**src/rtl/fpsmv_pkg.sv**
```systemverilog
// ----------------------------------------------------------------------------
// fpsmv_pkg
// shared widths, codes and payload types of the five-point stencil unit
// ----------------------------------------------------------------------------
`default_nettype none

package fpsmv_pkg;

  localparam int MAX_WIDTH = 256;
  localparam int FRAC_BITS = 16;

  localparam int DATA_W    = 32;
  localparam int GW_BITS   = 9;
  localparam int TERMS     = 5;
  localparam int PROD_W    = 2 * DATA_W;
  localparam int ACC_W     = PROD_W + $clog2(TERMS) + 1;

  localparam int COL_BITS  = $clog2(MAX_WIDTH);
  localparam int WID_BITS  = $clog2(MAX_WIDTH + 1);
  localparam int DEPTH     = 2 * MAX_WIDTH;
  localparam int ADDR_BITS = $clog2(DEPTH);

  localparam int CFG_IDX_BITS = 2;

  localparam logic [DATA_W-1:0]  COEF_ONE         = DATA_W'(1) << FRAC_BITS;
  localparam logic [GW_BITS-1:0] GRID_WIDTH_RESET = GW_BITS'(16);

  localparam logic CMD_PUSH  = 1'b0;
  localparam logic CMD_DRAIN = 1'b1;

  typedef enum logic [CFG_IDX_BITS-1:0] {
    REG_COEF_CENTER     = 2'd0,
    REG_COEF_HORIZONTAL = 2'd1,
    REG_COEF_VERTICAL   = 2'd2,
    REG_GRID_WIDTH      = 2'd3
  } cfg_reg_t;

  typedef struct packed {
    logic                     command;
    logic signed [DATA_W-1:0] sample;
  } req_t;

  typedef struct packed {
    logic signed [DATA_W-1:0] result;
    logic                     saturated;
    logic                     last;
  } rsp_t;

  typedef struct packed {
    logic [DATA_W-1:0] coef;
    logic [DATA_W-1:0] opnd;
  } term_t;

  typedef struct packed {
    logic                    last;
    logic [ACC_W-1:0]        sum;
    term_t [TERMS-1:0]       terms;
  } flow_t;

endpackage

`default_nettype wire

```
**src/rtl/fpsmv_cell.sv**
```systemverilog
// ----------------------------------------------------------------------------
// fpsmv_cell
// one multiply-accumulate cell of the term chain: takes the head term,
// multiplies it, adds it to the running sum and passes the rest on
// ----------------------------------------------------------------------------
`default_nettype none

module fpsmv_cell import fpsmv_pkg::*; (
  input  logic  clk,
  input  logic  rst,
  input  logic  up_valid,
  output logic  up_ready,
  input  flow_t up_flow,
  output logic  dn_valid,
  input  logic  dn_ready,
  output flow_t dn_flow
);

  logic                     va;
  flow_t                    flow_a;
  logic signed [PROD_W-1:0] prod;
  logic                     en_a;
  logic                     en_b;
  logic signed [DATA_W-1:0] mul_a;
  logic signed [DATA_W-1:0] mul_b;
  logic signed [PROD_W-1:0] mul_p;
  logic signed [ACC_W-1:0]  sum_a;
  logic signed [ACC_W-1:0]  sum_next;
  flow_t                    shift_next;
  flow_t                    dn_flow_next;

  assign en_b     = !dn_valid || dn_ready;
  assign en_a     = !va || en_b;
  assign up_ready = en_a;

  assign mul_a = up_flow.terms[0].coef;
  assign mul_b = up_flow.terms[0].opnd;
  assign mul_p = mul_a * mul_b;

  always_comb begin
    shift_next = up_flow;
    for (int i = 0; i < TERMS - 1; i++) begin
      shift_next.terms[i] = up_flow.terms[i+1];
    end
    shift_next.terms[TERMS-1] = '0;
  end

  assign sum_a    = flow_a.sum;
  assign sum_next = sum_a + ACC_W'(prod);

  always_comb begin
    dn_flow_next     = flow_a;
    dn_flow_next.sum = sum_next;
  end

  always_ff @(posedge clk) begin
    if (rst) begin
      va       <= 1'b0;
      dn_valid <= 1'b0;
    end else begin
      if (en_a) begin
        va <= up_valid;
      end
      if (en_b) begin
        dn_valid <= va;
      end
    end
  end

  always_ff @(posedge clk) begin
    if (en_a && up_valid) begin
      prod   <= mul_p;
      flow_a <= shift_next;
    end
    if (en_b && va) begin
      dn_flow <= dn_flow_next;
    end
  end

endmodule

`default_nettype wire

```
**config.mk**
```make
export PLATFORM = sky130hd
export DESIGN_NAME = fpsmv_cell
export DESIGN_NICKNAME = d
export VERILOG_FILES = /design/src/rtl/fpsmv_pkg.sv /design/src/rtl/fpsmv_cell.sv
export SDC_FILE = /design/constraint.sdc
export NUM_CORES = 2
export LEC_CHECK = 0
export CORE_UTILIZATION = 40
export DETAILED_ROUTE_END_ITERATION = 16
export DONT_BUFFER_PORTS = 1
export PLACE_DENSITY = 0.63
export SLEW_MARGIN = 20
export SYNTH_ARGS = -nofsm -noshare
export SYNTH_HDL_FRONTEND = slang
export SYNTH_SLANG_ARGS = --single-unit
```
**constraint.sdc**
```tcl
create_clock -name clk -period 15 [get_ports clk]
set_clock_uncertainty 0.05 [all_clocks]
set_input_delay 0.75 -clock clk [delete_from_list [all_inputs] [get_ports clk]]
set_output_delay 0.75 -clock clk [all_outputs]
set_load 0.02 [all_outputs]
```
## After elaboration in Yosys (flattened, before gate mapping)

Index checks and enable logic that the tools add are counted.

- Bits in registers: 716
- Bits in latches: 0
- Bits in writable memories: 0
- Bits in read-only memories: 0
- Bits of input ports: 393
- Output and inout bits: 391
- Word-level logic and storage cells: 31
- Memories: 0

- Add/sub/neg operators: 1
- Multipliers: 1
- Div/mod/pow operators: 0
- Order comparisons: 0
- Equality and inequality tests: 0
- Shifts and indexed selects: 0
- Mux-type cells: 0
- Bitwise gates (word level): 0
- Reductions and logical operators: 6

Operators with widths:

| operator | count |
|---|---|
| adder 68 x 64 -> 68 bit | 1 |
| multiplier 32 x 32 -> 64 bit | 1 |
| logical AND 1 bit | 2 |
| logical NOT 1 bit | 2 |
| logical OR 1 bit | 2 |

## Longest topological paths before layout

- Depth after elaboration: 4
- Mapped depth: 28
- Gate-level depth less buffers: 26

## Worst setup path after synthesis

Ideal clock, no wire load.

- Path kind: input port to flip-flop
- Start point: input dn_ready
- End point: register dn_flow[0] (netlist bit) (enable)
- Setup time: 1.058 ns
- Arrival: 15.151 ns
- Data required time: 13.892 ns
- Slack: -1.259 ns
- Cell stages on the path: 2
- Cell sequence: nor2b_1 > nor2b_1

- Cells in the longest elaborated chain, start to end: 2

Ends and longest elaborated chain:

| what | RTL line | text |
|---|---|---|
| start: declaration | fpsmv_cell.sv:15 | `input logic dn_ready,` |
| logical OR 1 bit | fpsmv_cell.sv:32 | `assign en_b = !dn_valid \|\| dn_ready;` |
| logical AND 1 bit | fpsmv_cell.sv:75 | `if (en_b && va) begin` |
| end signal: assignment | fpsmv_cell.sv:76 | `dn_flow <= dn_flow_next;` |
| end: declaration | fpsmv_cell.sv:16 | `output flow_t dn_flow` |

No other way between the ends.
A chain may end at the register's enable or synchronous reset.

## Final worst setup path

- Start point: input up_flow[5] (netlist bit)
- End point: register prod[62] (data pin)

- Cells in the longest elaborated chain, start to end: 1

Ends and longest elaborated chain:

| what | RTL line | text |
|---|---|---|
| start: declaration | fpsmv_cell.sv:13 | `input flow_t up_flow,` |
| multiplier 32 x 32 -> 64 bit | fpsmv_cell.sv:38 | `assign mul_p = mul_a * mul_b;` |
| net mul_p[62] | fpsmv_cell.sv:26 | `logic signed [PROD_W-1:0] mul_p;` |
| end signal: assignment | fpsmv_cell.sv:72 | `prod <= mul_p;` |
| end: declaration | fpsmv_cell.sv:21 | `logic signed [PROD_W-1:0] prod;` |

The timed path passes the listed nets, and every way through them passes these cells.

==> flow_summary.json <==
{
  "status": "completed",
  "cp.arrival_ns": 8.64,
  "multi_input_area_sq_mm": 0.0358,
  "reg2reg_slack_ns": 9.93,
  "crit_required_ns": 15.33,
  "place_hpwl_mm": 146,
  "drive_gt1_frac": 0.0250,
  "wl_per_cell_um": 25.7,
  "cap_violations": 0,
  "reg2reg_from": "dn_valid$_SDFFE_PP0P_",
  "cp_slowest_stage_delay_ns": 1.16,
  "gp_congestion": 0.911,
  "yosysTopAreaCellShare": 0.349,
  "min_from": "rst",
  "ys_ff_latch": 716,
  "vias": 37400,
  "synth_area_sq_mm": 0.0621,
  "regToRegEndpoint": "dn_flow_next[96]$_DFFE_PP_",
  "cts_root_buf": "clkbuf_16",
  "fp-row-count": 144,
  "hold_end": "va$_SDFFE_PP0N_",
  "synth_edf_count": 714,
  "placed_area_sq_mm": 0.0636,
  "ctsHoldBuffers": 0,
  "worst-path-max-fanout": 32,
  "r2r_cells": 7,
  "grt_pass1_vias": 39700,
  "grt_usage": 0.237,
  "clk_path_buf_depth": 3,
  "async_flop_share": 0,
  "hold_depth": 1,
  "final_nets": 6793,
  "fin_crit_sh": 0.554,
  "yosys.cell_types.count": 73,
  "grt_max_degree": 155,
  "yosys_warnings": 0,
  "antenna_left": 0,
  "die_w_um": 396,
  "path_buf_inv": 7,
  "numCtsBuffers": 67,
  "critPathKind": "input port to flip-flop",
  "min-delay-path-class": "input port to flip-flop",
  "cts-htree-levels": 3,
  "drt_iter0_markers": 2859,
  "crit_top_cell": "fa_1",
  "clkSinkCount": 716,
  "tightestPinTransition_ns": 1.06,
  "dieArea_sq_mm": 0.157,
  "slew_violations": 0,
  "slew_headroom": 0.295,
  "syn_inst": 5214,
  "endpoint_kind": "flip-flop",
  "cts_tree": "built",
  "grt_pass1_wl_mm": 270,
  "avgSynthCellArea_sq_um": 11.9,
  "coreArea_sq_mm": 0.154,
  "rsz0062_at_grt": "no",
  "die_h_um": 396,
  "synth_area_leaders": "fa_1 (35%), edfxtp_1 (35%), inv_1 (6.0%)",
  "place_inst": 7041,
  "stdcell_area_sq_mm": 0.0658,
  "seq_area_frac_synth": 0.346,
  "first_pass_iters": 5,
  "synthMostInstantiatedCell": "fa_1",
  "start_util": 0.403,
  "fmaxAchievable_ghz": 0.120,
  "vias_per_cell": 5.21,
  "ys.flop_type": "edfxtp_1",
  "clock_latency_ns": 0.64,
  "post_cts_buffers": 0,
  "io_pins": 784,
  "grt_antenna_before_repair": 111,
  "crit_slowest_cell": "fa_1",
  "cp-start-kind": "input port",
  "globalRouteOverflowTotal": 0,
  "yosys.area.top_type": "fa_1",
  "cpLargestDelayFamily": "adder cells",
  "route.detailed.drc": 0,
  "wirelength_mm": 185,
  "cts_resized": 0,
  "setup_viol": 0,
  "io_buffers": 0,
  "n_fill_cell": 14200,
  "finalSetupTns_ns": 0,
  "period_minus_slack_ns": 8.31,
  "cts.clk_slew.worst_paths_ns": 0.06,
  "area_growth_pct": 6.02,
  "seq_area_sq_mm": 0.0215,
  "finalHoldViolCount": 0,
  "final_cells": 7180,
  "synthTopCellsByCount": "fa_1 (1,083), inv_1 (995), edfxtp_1 (714)"
}
## kinds of logic after synthesis
kind of cell	after synthesis	share of synthesized area
DFF	716	0.346
adders and majority gates	1334	0.400
and+or+nand+nor	1304	0.106
other	1	0.0000604
xor gates and xnor gates	136	0.0192
AOI/OAI and AO/OA	436	0.0473
buffers and inverters	1287	0.0817
## final cells by class
class,count,area share
inverters,995,0.0568
repair buffers,12,0.00156
multi-input cells,3274,0.543
clock inverters,36,0.00546
clock buffers,83,0.0267
flip-flops and latches,716,0.326
diodes,20,0.000761
well taps,2044,0.0389
## cell usage in the layout, fill, tap and decap left out, drive strengths merged, types with 13 or more instances in the layout
cell / synthesis / routed
xnor2: 93 / 93
o21ai: 69 / 69
nor2b: 21 / 21
clkinv: 0 / 24
o21a: 19 / 19
diode: 0 / 20
ha: 251 / 251
o21bai: 19 / 19
fa: 1083 / 1083
nor2: 85 / 85
xor2: 43 / 43
nand4: 19 / 19
inv: 995 / 998
nand3: 23 / 23
nand2: 550 / 550
a21o: 91 / 91
nand2b: 20 / 20
a211oi: 17 / 17
clkbuf: 226 / 83
a21oi: 121 / 121
edfxtp: 714 / 714
and3: 24 / 24
and2: 528 / 528
a31oi: 23 / 23
conb: 1 / 64
nor3: 13 / 13
## per-stage QoR
step	setup WS (ns)	hold slack, ns	util
final	6.69	0.140	0.427
after global routing	6.20	0.0843	0.427
after CTS	6.70	0.0586	0.427
after detailed placement	6.00	0.355	0.413
after global placement	6.07	0.351	0.413
after floorplan	4.29	0.350	-
## worst register-to-register path: cells and delay by family (launching register included)
family                 cells  cell delay (ns)
buffers and inverters      4             2.80
DFF                        1             0.38
and+or+nand+nor            3             1.46
## how the worst max path moves through the flow
| stage | endpoint | cells after the start | start |
|---|---|---|---|
| final | prod[62]$_DFFE_PP_ | 25 | up_flow[5] |
| after global routing | prod[63]$_DFFE_PP_ | 25 | up_flow[5] |
| after CTS | prod[63]$_DFFE_PP_ | 25 | up_flow[5] |
| after detailed placement | prod[63]$_DFFE_PP_ | 25 | up_flow[5] |
| after global placement | prod[63]$_DFFE_PP_ | 24 | up_flow[5] |
| after floorplan | dn_flow_next[0]$_DFFE_PP_ | 3 | dn_ready |
## flip-flops by register name, indices dropped and copies added, names as in the netlist
signal,count
va,1
prod,64
sum_a,68
dn_valid,1
dn_flow,325
dn_flow_next,257
## layer usage
| layer | vias to the layer above | wire length (um) | GRT usage |
|---|---|---|---|
| li1 | 15800 | - | - |
| met1 | 19400 | 69100 | 0.285 |
| met4 | 18 | 6070 | 0.0728 |
| met5 | - | 111 | 0 |
| met3 | 425 | 15500 | 0.0544 |
| met2 | 1754 | 94100 | 0.420 |
Power is left out: the tool's default activity adds up to more than one toggle a clock period on the data nets, which glitch-free logic cannot reach.
